File: src/hw/rtl/signed_leb128_section_decoder_assert.svh
// Assertion macros for the signed LEB128 section decoder.
// No dependencies; included by the files that check their own logic.
`ifndef SIGNED_LEB128_SECTION_DECODER_ASSERT_SVH
`define SIGNED_LEB128_SECTION_DECODER_ASSERT_SVH
`ifndef NO_ASSERTIONS
// same-cycle implication, off during reset
`define SLBD_ASSERT_IMPLY(label, clk, rst, a, b) \
   label: assert property (@(posedge clk) disable iff (rst) (a) |-> (b)) \
      else $error("slbd: implication check failed");
// next-cycle implication, checked during reset as well
`define SLBD_ASSERT_NEXT(label, clk, a, b) \
   label: assert property (@(posedge clk) (a) |=> (b)) \
      else $error("slbd: next-cycle check failed");
`else
`define SLBD_ASSERT_IMPLY(label, clk, rst, a, b)
`define SLBD_ASSERT_NEXT(label, clk, a, b)
`endif
`endif

File: src/hw/rtl/slbd_pkg.sv
// Package for the signed LEB128 section decoder: types, codes, tag table.
// No dependencies; imported by every module of the block.
`timescale 1ns / 1ps

package slbd_pkg;

   localparam int TAG_LENGTH_DEF = 17;
   localparam int MAX_GROUPS_DEF = 5;
   localparam int TAG_TABLE_DEPTH = 32;
   localparam int VEXT_W = 64;               // width of a sign-extended value
   localparam logic [1:0] LEN_LAST = 2'd3;   // last byte of the length field

   // result queue
   localparam int Q_DEPTH = 4;
   localparam int Q_PTR_W = $clog2(Q_DEPTH);
   localparam int Q_CNT_W = Q_PTR_W + 1;

   // section tag, zero padded
   localparam logic [7:0] TAG_TEXT [TAG_TABLE_DEPTH] = '{
      8'h43, 8'h4F, 8'h4D, 8'h50, 8'h52, 8'h45, 8'h53, 8'h53,
      8'h45, 8'h44, 8'h5F, 8'h4C, 8'h45, 8'h42, 8'h31, 8'h32,
      8'h38, 8'h00, 8'h00, 8'h00, 8'h00, 8'h00, 8'h00, 8'h00,
      8'h00, 8'h00, 8'h00, 8'h00, 8'h00, 8'h00, 8'h00, 8'h00
   };

   typedef enum logic [1:0] {
      PH_TAG,
      PH_LENGTH,
      PH_PAYLOAD
   } phase_type;

   typedef enum logic [2:0] {
      ST_VALUE,
      ST_OK,
      ST_BAD_MAGIC,
      ST_INVALID,
      ST_RANGE,
      ST_UNUSED
   } status_type;

   typedef enum logic {
      CSR_VALUE_COUNT,
      CSR_VALUE_WIDTH
   } csr_index_type;

   typedef struct packed {
      logic [31:0] value;
      status_type  status;
      logic        last;
   } result_type;

   // up to two results per byte, first is delivered first
   typedef struct packed {
      logic [1:0] count;
      result_type first;
      result_type second;
   } push_type;

   typedef struct packed {
      logic not_empty;
      logic has_room;   // room for two more results
   } q_status_type;

endpackage

File: src/hw/rtl/slbd_core.sv
// Section decode logic: tag check, length capture, LEB128 value assembly.
// Depends on slbd_pkg; drives result pushes into slbd_out_queue.
`timescale 1ns / 1ps

module slbd_core #(
   parameter int TAG_LENGTH = slbd_pkg::TAG_LENGTH_DEF,
   parameter int MAX_GROUPS = slbd_pkg::MAX_GROUPS_DEF
) (
   input  logic                   clock,
   input  logic                   reset,
   input  logic                   csr_we,
   input  slbd_pkg::csr_index_type csr_index,
   input  logic [31:0]            csr_wdata,
   input  logic                   fire,
   input  logic [7:0]             stream_byte,
   output slbd_pkg::push_type     push
);
   import slbd_pkg::*;

   localparam int TPW = (TAG_LENGTH > 1) ? $clog2(TAG_LENGTH) : 1;
   localparam int GCW = (MAX_GROUPS > 1) ? $clog2(MAX_GROUPS) : 1;
   localparam int PW = 7 * MAX_GROUPS;
   localparam logic [TPW-1:0] LAST_TAG = TPW'(TAG_LENGTH - 1);
   localparam logic [GCW-1:0] LAST_GROUP = GCW'(MAX_GROUPS - 1);

   // configuration
   logic [31:0] value_count_ff;
   logic        value_width_ff;

   // section state
   phase_type      phase_ff, phase_in;
   logic [TPW-1:0] tag_pos_ff, tag_pos_in;
   logic           tag_match_ff, tag_match_in;
   logic [1:0]     len_idx_ff, len_idx_in;
   logic [31:0]    bytes_left_ff, bytes_left_in;
   logic [31:0]    values_left_ff, values_left_in;
   logic [PW-1:0]  partial_ff, partial_in;
   logic [GCW-1:0] group_ff, group_in;

   // per-byte datapath
   logic              tag_ok;
   logic [31:0]       bl_merge;
   logic [31:0]       bl_dec;
   logic [31:0]       vl_dec;
   logic [PW-1:0]     merged;
   logic [PW-1:0]     extended;
   logic [VEXT_W-1:0] vext;
   logic              fits;

   // decisions
   logic       emit_value;
   logic       finish;
   logic       enter_length;
   status_type end_status;

   assign tag_ok = tag_match_ff && (stream_byte == TAG_TEXT[5'(tag_pos_ff)]);
   assign bl_dec = bytes_left_ff - 32'd1;
   assign vl_dec = values_left_ff - 32'd1;

   always_comb begin
      bl_merge = bytes_left_ff;
      bl_merge[{len_idx_ff, 3'b000} +: 8] = bytes_left_ff[{len_idx_ff, 3'b000} +: 8] | stream_byte;
   end

   // place this group, sign-fill groups above it
   always_comb begin
      merged = partial_ff;
      for (int g = 0; g < MAX_GROUPS; g++) begin
         if (GCW'(g) == group_ff) begin
            merged[7*g +: 7] = stream_byte[6:0];
         end
      end
      extended = merged;
      for (int g = 0; g < MAX_GROUPS; g++) begin
         if (GCW'(g) > group_ff) begin
            extended[7*g +: 7] = {7{stream_byte[6]}};
         end
      end
   end

   assign vext = {{(VEXT_W - PW){stream_byte[6]}}, extended};

   always_comb begin
      if (value_width_ff) begin
         fits = (&vext[VEXT_W-1:31]) | ~(|vext[VEXT_W-1:31]);
      end else begin
         fits = (&vext[VEXT_W-1:15]) | ~(|vext[VEXT_W-1:15]);
      end
   end

   // what this byte does
   always_comb begin
      emit_value   = 1'b0;
      finish       = 1'b0;
      enter_length = 1'b0;
      end_status   = ST_OK;
      case (phase_ff)
         PH_LENGTH: begin
            if (len_idx_ff == LEN_LAST) begin
               if (value_count_ff == '0) begin
                  finish     = 1'b1;
                  end_status = (bl_merge == '0) ? ST_OK : ST_UNUSED;
               end else if (bl_merge == '0) begin
                  finish     = 1'b1;
                  end_status = ST_INVALID;
               end
            end
         end
         PH_PAYLOAD: begin
            if (stream_byte[7]) begin
               if ((bl_dec == '0) || (group_ff == LAST_GROUP)) begin
                  finish     = 1'b1;
                  end_status = ST_INVALID;
               end
            end else if (!fits) begin
               finish     = 1'b1;
               end_status = ST_RANGE;
            end else begin
               emit_value = 1'b1;
               if (vl_dec == '0) begin
                  finish     = 1'b1;
                  end_status = (bl_dec == '0) ? ST_OK : ST_UNUSED;
               end else if (bl_dec == '0) begin
                  finish     = 1'b1;
                  end_status = ST_INVALID;
               end
            end
         end
         default: begin
            if (tag_pos_ff == LAST_TAG) begin
               if (tag_ok) begin
                  enter_length = 1'b1;
               end else begin
                  finish     = 1'b1;
                  end_status = ST_BAD_MAGIC;
               end
            end
         end
      endcase
   end

   // next state
   always_comb begin
      phase_in       = phase_ff;
      tag_pos_in     = tag_pos_ff;
      tag_match_in   = tag_match_ff;
      len_idx_in     = len_idx_ff;
      bytes_left_in  = bytes_left_ff;
      values_left_in = values_left_ff;
      partial_in     = partial_ff;
      group_in       = group_ff;
      case (phase_ff)
         PH_LENGTH: begin
            bytes_left_in = bl_merge;
            if (len_idx_ff == LEN_LAST) begin
               len_idx_in     = '0;
               values_left_in = value_count_ff;
               phase_in       = PH_PAYLOAD;
               partial_in     = '0;
               group_in       = '0;
            end else begin
               len_idx_in = len_idx_ff + 2'd1;
            end
         end
         PH_PAYLOAD: begin
            bytes_left_in = bl_dec;
            if (stream_byte[7]) begin
               partial_in = merged;
               group_in   = group_ff + 1'b1;
            end else begin
               partial_in     = '0;
               group_in       = '0;
               values_left_in = vl_dec;
            end
         end
         default: begin
            phase_in     = PH_TAG;
            tag_pos_in   = tag_pos_ff + 1'b1;
            tag_match_in = tag_ok;
         end
      endcase
      if (finish || enter_length) begin
         phase_in       = enter_length ? PH_LENGTH : PH_TAG;
         tag_pos_in     = '0;
         tag_match_in   = 1'b1;
         len_idx_in     = '0;
         bytes_left_in  = '0;
         values_left_in = '0;
         partial_in     = '0;
         group_in       = '0;
      end
   end

   // results
   always_comb begin
      push = '0;
      if (fire) begin
         if (emit_value && finish) begin
            push.count        = 2'd2;
            push.first.value  = vext[31:0];
            push.first.status = ST_VALUE;
            push.first.last   = 1'b0;
            push.second.status = end_status;
            push.second.last   = 1'b1;
         end else if (emit_value) begin
            push.count        = 2'd1;
            push.first.value  = vext[31:0];
            push.first.status = ST_VALUE;
            push.first.last   = 1'b1;
         end else if (finish) begin
            push.count        = 2'd1;
            push.first.status = end_status;
            push.first.last   = 1'b1;
         end
      end
   end

   always_ff @(posedge clock) begin
      if (reset) begin
         value_count_ff <= '0;
         value_width_ff <= 1'b0;
         phase_ff       <= PH_TAG;
         tag_pos_ff     <= '0;
         tag_match_ff   <= 1'b1;
         len_idx_ff     <= '0;
         bytes_left_ff  <= '0;
         values_left_ff <= '0;
         partial_ff     <= '0;
         group_ff       <= '0;
      end else begin
         if (csr_we) begin
            case (csr_index)
               CSR_VALUE_COUNT: value_count_ff <= csr_wdata;
               CSR_VALUE_WIDTH: value_width_ff <= csr_wdata[0];
               default:         value_count_ff <= value_count_ff;
            endcase
         end
         if (fire) begin
            phase_ff       <= phase_in;
            tag_pos_ff     <= tag_pos_in;
            tag_match_ff   <= tag_match_in;
            len_idx_ff     <= len_idx_in;
            bytes_left_ff  <= bytes_left_in;
            values_left_ff <= values_left_in;
            partial_ff     <= partial_in;
            group_ff       <= group_in;
         end
      end
   end

endmodule

File: src/hw/rtl/slbd_out_queue.sv
// Result queue: takes up to two results per cycle, delivers one per cycle when popped.
// Depends on slbd_pkg.
`timescale 1ns / 1ps

module slbd_out_queue (
   input  logic                   clock,
   input  logic                   reset,
   input  slbd_pkg::push_type     push,
   input  logic                   pop,
   output slbd_pkg::result_type   head,
   output slbd_pkg::q_status_type status
);
   import slbd_pkg::*;

   result_type         slot_ff [Q_DEPTH];
   logic [Q_PTR_W-1:0] wr_ptr_ff, wr_ptr_in;
   logic [Q_PTR_W-1:0] rd_ptr_ff, rd_ptr_in;
   logic [Q_CNT_W-1:0] count_ff, count_in;

   assign wr_ptr_in = wr_ptr_ff + Q_PTR_W'(push.count);
   assign rd_ptr_in = rd_ptr_ff + Q_PTR_W'(pop);
   assign count_in  = count_ff + Q_CNT_W'(push.count) - Q_CNT_W'(pop);

   assign head             = slot_ff[rd_ptr_ff];
   assign status.not_empty = (count_ff != '0);
   assign status.has_room  = (count_ff <= Q_CNT_W'(Q_DEPTH - 2));

   always_ff @(posedge clock) begin
      if (push.count != 2'd0) begin
         slot_ff[wr_ptr_ff] <= push.first;
      end
      if (push.count == 2'd2) begin
         slot_ff[wr_ptr_ff + 1'b1] <= push.second;
      end
   end

   always_ff @(posedge clock) begin
      if (reset) begin
         wr_ptr_ff <= '0;
         rd_ptr_ff <= '0;
         count_ff  <= '0;
      end else begin
         wr_ptr_ff <= wr_ptr_in;
         rd_ptr_ff <= rd_ptr_in;
         count_ff  <= count_in;
      end
   end

endmodule

File: src/hw/rtl/signed_leb128_section_decoder.sv
// An item's byte is decoded out of the input register into the result queue, which then offers
//   its results; the byte waits in the input register while the queue lacks room for them.
// Throughput: one byte per cycle while each byte gives at most one result and results are taken;
//   a byte with a value plus a status puts two results in the queue, which are delivered one by one.
// Reset (synchronous, active high) empties both stages, restarts tag search,
//   and clears value_count and value_width.
`timescale 1ns / 1ps
`include "signed_leb128_section_decoder_assert.svh"

module signed_leb128_section_decoder #(
   parameter int TAG_LENGTH = slbd_pkg::TAG_LENGTH_DEF,
   parameter int MAX_GROUPS = slbd_pkg::MAX_GROUPS_DEF
) (
   input  logic                    clock,
   input  logic                    reset,
   // byte stream in
   input  logic                    req_valid,
   output logic                    req_ready,
   input  logic [7:0]              req_stream_byte,
   // results out
   output logic                    rsp_valid,
   input  logic                    rsp_ready,
   output logic signed [31:0]      rsp_value,
   output logic [2:0]              rsp_status,
   output logic                    rsp_last,
   // register writes
   input  logic                    csr_we,
   input  slbd_pkg::csr_index_type csr_index,
   input  logic [31:0]             csr_wdata
);
   import slbd_pkg::*;

   // Input register: one byte waits here until the queue has room for
   // the worst case of two results.
   logic       in_valid_ff;
   logic [7:0] in_byte_ff;
   logic       fire;        // byte is decoded this cycle

   push_type     push;
   result_type   head;
   q_status_type q_status;

   // Room is judged from the registered queue count only, so the ready
   // path never reaches back to rsp_ready.
   assign fire      = in_valid_ff && q_status.has_room;
   assign req_ready = !in_valid_ff || fire;

   always_ff @(posedge clock) begin
      if (reset) begin
         in_valid_ff <= 1'b0;
      end else if (req_valid && req_ready) begin
         in_valid_ff <= 1'b1;
      end else if (fire) begin
         in_valid_ff <= 1'b0;
      end
   end

   always_ff @(posedge clock) begin
      if (req_valid && req_ready) begin
         in_byte_ff <= req_stream_byte;
      end
   end

   // Tag compare, length capture and value assembly all happen in the
   // cycle the byte leaves the input register.
   slbd_core #(
      .TAG_LENGTH (TAG_LENGTH),
      .MAX_GROUPS (MAX_GROUPS)
   ) u_core (
      .clock       (clock),
      .reset       (reset),
      .csr_we      (csr_we),
      .csr_index   (csr_index),
      .csr_wdata   (csr_wdata),
      .fire        (fire),
      .stream_byte (in_byte_ff),
      .push        (push)
   );

   // Results are held here; a value and its closing status go in together.
   slbd_out_queue u_queue (
      .clock  (clock),
      .reset  (reset),
      .push   (push),
      .pop    (rsp_valid && rsp_ready),
      .head   (head),
      .status (q_status)
   );

   assign rsp_valid  = q_status.not_empty;
   assign rsp_value  = $signed(head.value);
   assign rsp_status = head.status;
   assign rsp_last   = head.last;

   // every section status closes the results of its byte
   `SLBD_ASSERT_IMPLY(a_status_is_last, clock, reset, rsp_valid && (rsp_status != ST_VALUE), rsp_last)
   // ready only drops while a byte is parked in the input register
   `SLBD_ASSERT_IMPLY(a_stall_needs_byte, clock, reset, !req_ready, in_valid_ff)
   // a queue without room for two more results always has something to offer
   `SLBD_ASSERT_IMPLY(a_full_not_empty, clock, reset, !q_status.has_room, rsp_valid)
   // reset leaves no stale results
   `SLBD_ASSERT_NEXT(a_reset_empty, clock, reset, !rsp_valid)

endmodule
File: config.mk
export PLATFORM = sky130hd
export DESIGN_NAME = signed_leb128_section_decoder
export DESIGN_NICKNAME = d
export VERILOG_FILES = /design/src/hw/rtl/slbd_pkg.sv /design/src/hw/rtl/slbd_core.sv /design/src/hw/rtl/slbd_out_queue.sv /design/src/hw/rtl/signed_leb128_section_decoder.sv
export VERILOG_INCLUDE_DIRS = /design/src /design/src/hw/rtl
export SDC_FILE = /design/constraint.sdc
export NUM_CORES = 1
export LEC_CHECK = 0
export BUFFER_PORTS_ARGS = -buffer_cell sky130_fd_sc_hd__buf_2
export CAP_MARGIN = 30
export CORE_UTILIZATION = 50
export DETAILED_ROUTE_END_ITERATION = 10
export PLACE_DENSITY = 0.69
export SETUP_SLACK_MARGIN = 0.15
export SYNTH_ARGS = -nofsm -noshare
export SYNTH_HDL_FRONTEND = slang
export SYNTH_SLANG_ARGS = --single-unit
File: constraint.sdc
create_clock -name clock -period 6.2 [get_ports clock]
set_input_delay 1.24 -clock clock [delete_from_list [all_inputs] [get_ports clock]]
set_output_delay 1.24 -clock clock [all_outputs]
set_load 0.05 [all_outputs]
==> results by group <==
Run status
  • Status: complete, no violations

Synthesis
  • Sequential area share after synthesis: 37.4%
  • List of most frequent post-synthesis cells: sky130_fd_sc_hd__dfxtp_1, sky130_fd_sc_hd__nand2_1, sky130_fd_sc_hd__o21ai_0
  • Net count of the mapped netlist: 2,116
  • Most frequent cell after synthesis: sky130_fd_sc_hd__dfxtp_1
  • Number of different library cells in the post-synthesis netlist: 91
  • Cell accounting for the most synthesized area: sky130_fd_sc_hd__dfxtp_1
  • Share of flip-flops with an asynchronous set or reset: 0%
  • Mean Syn Cell Area: between 8 and 9 um2
  • Count of mapped cells out of synthesis: roughly 2.0k
  • Number of warnings issued by yosys: 0
  • Most used flip-flop cell after synthesis: sky130_fd_sc_hd__dfxtp_1
  • Number of enable flip-flop cells after synthesis: 24
  • Post-synth top area share: approximately a third
  • Cell area after synthesis: 0.0170 mm2
  • Number of synthesized register bits: 305
  • Top area cells in the synthesized netlist: sky130_fd_sc_hd__dfxtp_1, sky130_fd_sc_hd__nand2_1, sky130_fd_sc_hd__o21ai_0, sky130_fd_sc_hd__mux4_2, sky130_fd_sc_hd__a21oi_1

Final layout
  • Summed area of non-filler cells in the final layout: about 0.019 mm2
  • Final cell count without fillers: around 2.5k
  • Final core utilization: a little under three fifths
  • Growth of design area from synthesis to finish: 11.1%
  • Layout cell share with drive strength beyond 1: around 14%
  • Total Nets Final: around 2.1k
  • Final-layout fill cell count: between 3k and 4k

CTS
  • Post-CTS setup buffer count: 0
  • Clock tree from TritonCTS: built
  • Cts-stage hold buffer count: 0
  • Maximum level of the CTS H-tree: 2
  • CTS clk-pin slew, worst paths: 60 ps
  • CTS Buffer Depth: 3
  • Clock sinks: a little over 300
  • Total CTS buffers: 35
  • Clock root buffer: sky130_fd_sc_hd__clkbuf_16
  • Resized cells post-CTS: 0
  • Insertion delay to the later sink of the worst-skew pair: 540 ps

Drt
  • Routed Antenna Nets: 0
  • Vias: around 16k
  • Number of remaining DRC errors: 0
  • Final routed wire length divided by cell count: roughly 21 um
  • Iter 0 DRT Violations: 1,356
  • 1st-pass router iterations: 5
  • Vias/cell: around 6.3
  • Detailed-route wire length: between 50 and 60 mm

Timing
  • Final worst path period share: 88.4%
  • Final Max Slew Viols: 0
  • Hold violation total from the final report: 0
  • Clock period minus final worst setup slack: roughly 5500 ps
  • Relative max-transition margin: 31.8%
  • Transition at the pin with the smallest max-transition slack: 1020 ps
  • Clk_skew: around 17 ps
  • Count of final setup violators: 0
  • Peak clock frequency supported by timing: about 0.18 GHz
  • Tightest hold margin: 449 ps
  • Smallest setup slack after layout: 722 ps
  • Total negative slack for setup checks: 0 ps
  • RSZ-0062 raised after global routing: false

Worst setup path
  • Worst Path Required: roughly 6600 ps
  • Maximum fanout encountered on the critical timing path: 32
  • Critical path class: flip-flop to flip-flop
  • Crit. End Element: flip-flop
  • Critical Path Start Type: flip-flop
  • Arrival @ worst endpoint: between 5000 and 6000 ps

Run
  • Max-Cap Viols: 0

Global route
  • Global-route wire length before repair: between 80 and 90 mm
  • Global routing usage summed across all routing layers: around 30%
  • Overflow left after global routing: 0
  • Pin count of the biggest net entering global routing: between 80 and 90
  • Via count of the first global-routing pass: around 15k
  • Number of antenna violations at the first check in global routing: 1

Floorplan
  • Die Outline Area: 0.0346 mm2
  • Die Span Y: between 150 and 200 um
  • Boundary pin count: 84
  • Die X: between 150 and 200 um
  • Core region area: approximately 0.033 mm2
  • Std-Cell Rows: 67
  • Effective utilization at floorplan: between 50% and 60%

Placement
  • Minimum setup slack after placement: between 800 and 900 ps
  • Cell area reported after detailed placement: 0.0176 mm2
  • Port bufs: 83
  • Routability congestion estimate: between 0.9 and 1
  • Placed wire-length estimate: between 30 and 40 mm
  • Placed instance count: 2,454

Worst hold path
  • Min-Delay Path Class: flip-flop to flip-flop

Power and ir drop
  • Static leakage: about 7.3 nW
  • Max VDD drop: about 260 uV
  • Sum of internal, switching and leakage power: 4.92 mW
  • PD cells: roughly 260 mW/mm2
==> state kept, by name (all words and copies together), names as in the netlist, 3 cells and up <==
| register | flops |
|---|---|
| u_queue.slot_ff | 144 |
| u_core.tag_pos_ff | 5 |
| u_core.bytes_left_ff | 32 |
| u_core.value_count_ff | 32 |
| u_core.values_left_ff | 32 |
| u_core.group_ff | 3 |
| u_queue.count_ff | 3 |
| u_core.partial_ff | 35 |
| in_byte_ff | 8 |
==> worst max-delay path, cell delays in order, from the launching register on <==
cell and delay, ps:
sky130_fd_sc_hd__dfxtp_1 360, sky130_fd_sc_hd__nor2_1 400, sky130_fd_sc_hd__nand4_1 420, sky130_fd_sc_hd__or4_1 620, sky130_fd_sc_hd__xor2_1 180, sky130_fd_sc_hd__or4b_1 460
sky130_fd_sc_hd__or4_1 570, sky130_fd_sc_hd__a31o_2 320, sky130_fd_sc_hd__a21oi_1 180, sky130_fd_sc_hd__ha_1 240, sky130_fd_sc_hd__o21ai_0 180, sky130_fd_sc_hd__nor2_1 770
sky130_fd_sc_hd__nor2_2 70, sky130_fd_sc_hd__buf_4 290, sky130_fd_sc_hd__a22o_1 280
==> path summary, 6_finish.rpt <==
| check | startpoint | end | slack, ps | cells past startpoint |
|---|---|---|---|---|
| setup / recovery | u_core.values_left_ff[0] | u_queue.slot_ff[2][12] | 720 | 14 |
| setup reg to reg | u_core.values_left_ff[0] | u_queue.slot_ff[2][12] | 720 | 14 |
| hold / removal | u_queue.slot_ff[1][24] | u_queue.slot_ff[1][24] | 450 | 2 |
| hold reg to reg | u_queue.slot_ff[1][24] | u_queue.slot_ff[1][24] | 450 | 2 |
==> report_power, final <==
| group | switching (mW) | leakage [nW] | internal [mW] |
|---|---|---|---|
| Sequential | 0.0459 | 2.50 | 2.02 |
| Clock | 0.850 | 0.567 | 1.27 |
| Combinational | 0.458 | 4.22 | 0.278 |
| Total | 1.35 | 7.28 | 3.57 |
==> cells by family (layout without fill, tap and decap cells) <==
kind of cell / count (synthesis) / in the layout / synth area share (%)
simple gates: 793 / 793 / 23.6
fa+ha+maj: 27 / 27 / 2.04
mux: 94 / 94 / 8.36
other cells: 0 / 1 / 0
xor+xnor: 39 / 39 / 2.02
buf+inv: 205 / 231 / 4.75
flops: 305 / 305 / 37.4
compound gates: 580 / 580 / 21.8
==> layout make-up <==
| cell class | count | area, um2 | area share [%] |
|---|---|---|---|
| flip-flops and latches | 305 | 6350 | 33.7 |
| diodes | 1 | 2.50 | 0.0133 |
| repair buffers | 127 | 771 | 4.09 |
| clock inverters | 16 | 205 | 1.09 |
| inverters | 42 | 158 | 0.837 |
| multi-input cells | 1533 | 9810 | 52.1 |
| well taps | 448 | 561 | 2.98 |
| clock buffers | 46 | 968 | 5.14 |
==> cells in the final DEF, fill, tap and decap left out, types with 19 or more instances in the layout <==
| master | n |
|---|---|
| sky130_fd_sc_hd__a22o_1 | 37 |
| sky130_fd_sc_hd__a211oi_1 | 21 |
| sky130_fd_sc_hd__nor4_1 | 24 |
| sky130_fd_sc_hd__nand4_1 | 23 |
| sky130_fd_sc_hd__mux4_2 | 37 |
| sky130_fd_sc_hd__dfxtp_1 | 279 |
| sky130_fd_sc_hd__o21ai_0 | 182 |
| sky130_fd_sc_hd__edfxtp_1 | 24 |
| sky130_fd_sc_hd__ha_1 | 25 |
| sky130_fd_sc_hd__clkbuf_16 | 36 |
| sky130_fd_sc_hd__buf_2 | 84 |
| sky130_fd_sc_hd__nand3_1 | 48 |
| sky130_fd_sc_hd__or3_1 | 24 |
| sky130_fd_sc_hd__nand2b_1 | 33 |
| sky130_fd_sc_hd__a21o_1 | 19 |
| sky130_fd_sc_hd__o22ai_1 | 21 |
| sky130_fd_sc_hd__nor3_1 | 72 |
| sky130_fd_sc_hd__inv_1 | 40 |
| sky130_fd_sc_hd__buf_4 | 40 |
| sky130_fd_sc_hd__nand2_1 | 263 |
| sky130_fd_sc_hd__nor2_1 | 154 |
| sky130_fd_sc_hd__mux2i_1 | 47 |
| sky130_fd_sc_hd__xnor2_1 | 25 |
| sky130_fd_sc_hd__a21oi_1 | 152 |
==> routing by layer <==
metal	track usage (%)	wire (um)	vias to the layer above	share of wire [%]
li1	-	-	7475	-
met1	38.1	21400	7486	41
met2	48.7	24000	674	46
met3	5.54	4010	163	7.7
met4	15.1	2430	0	4.7
met5	0	0	-	0
(Power assumes the default switching activity.)
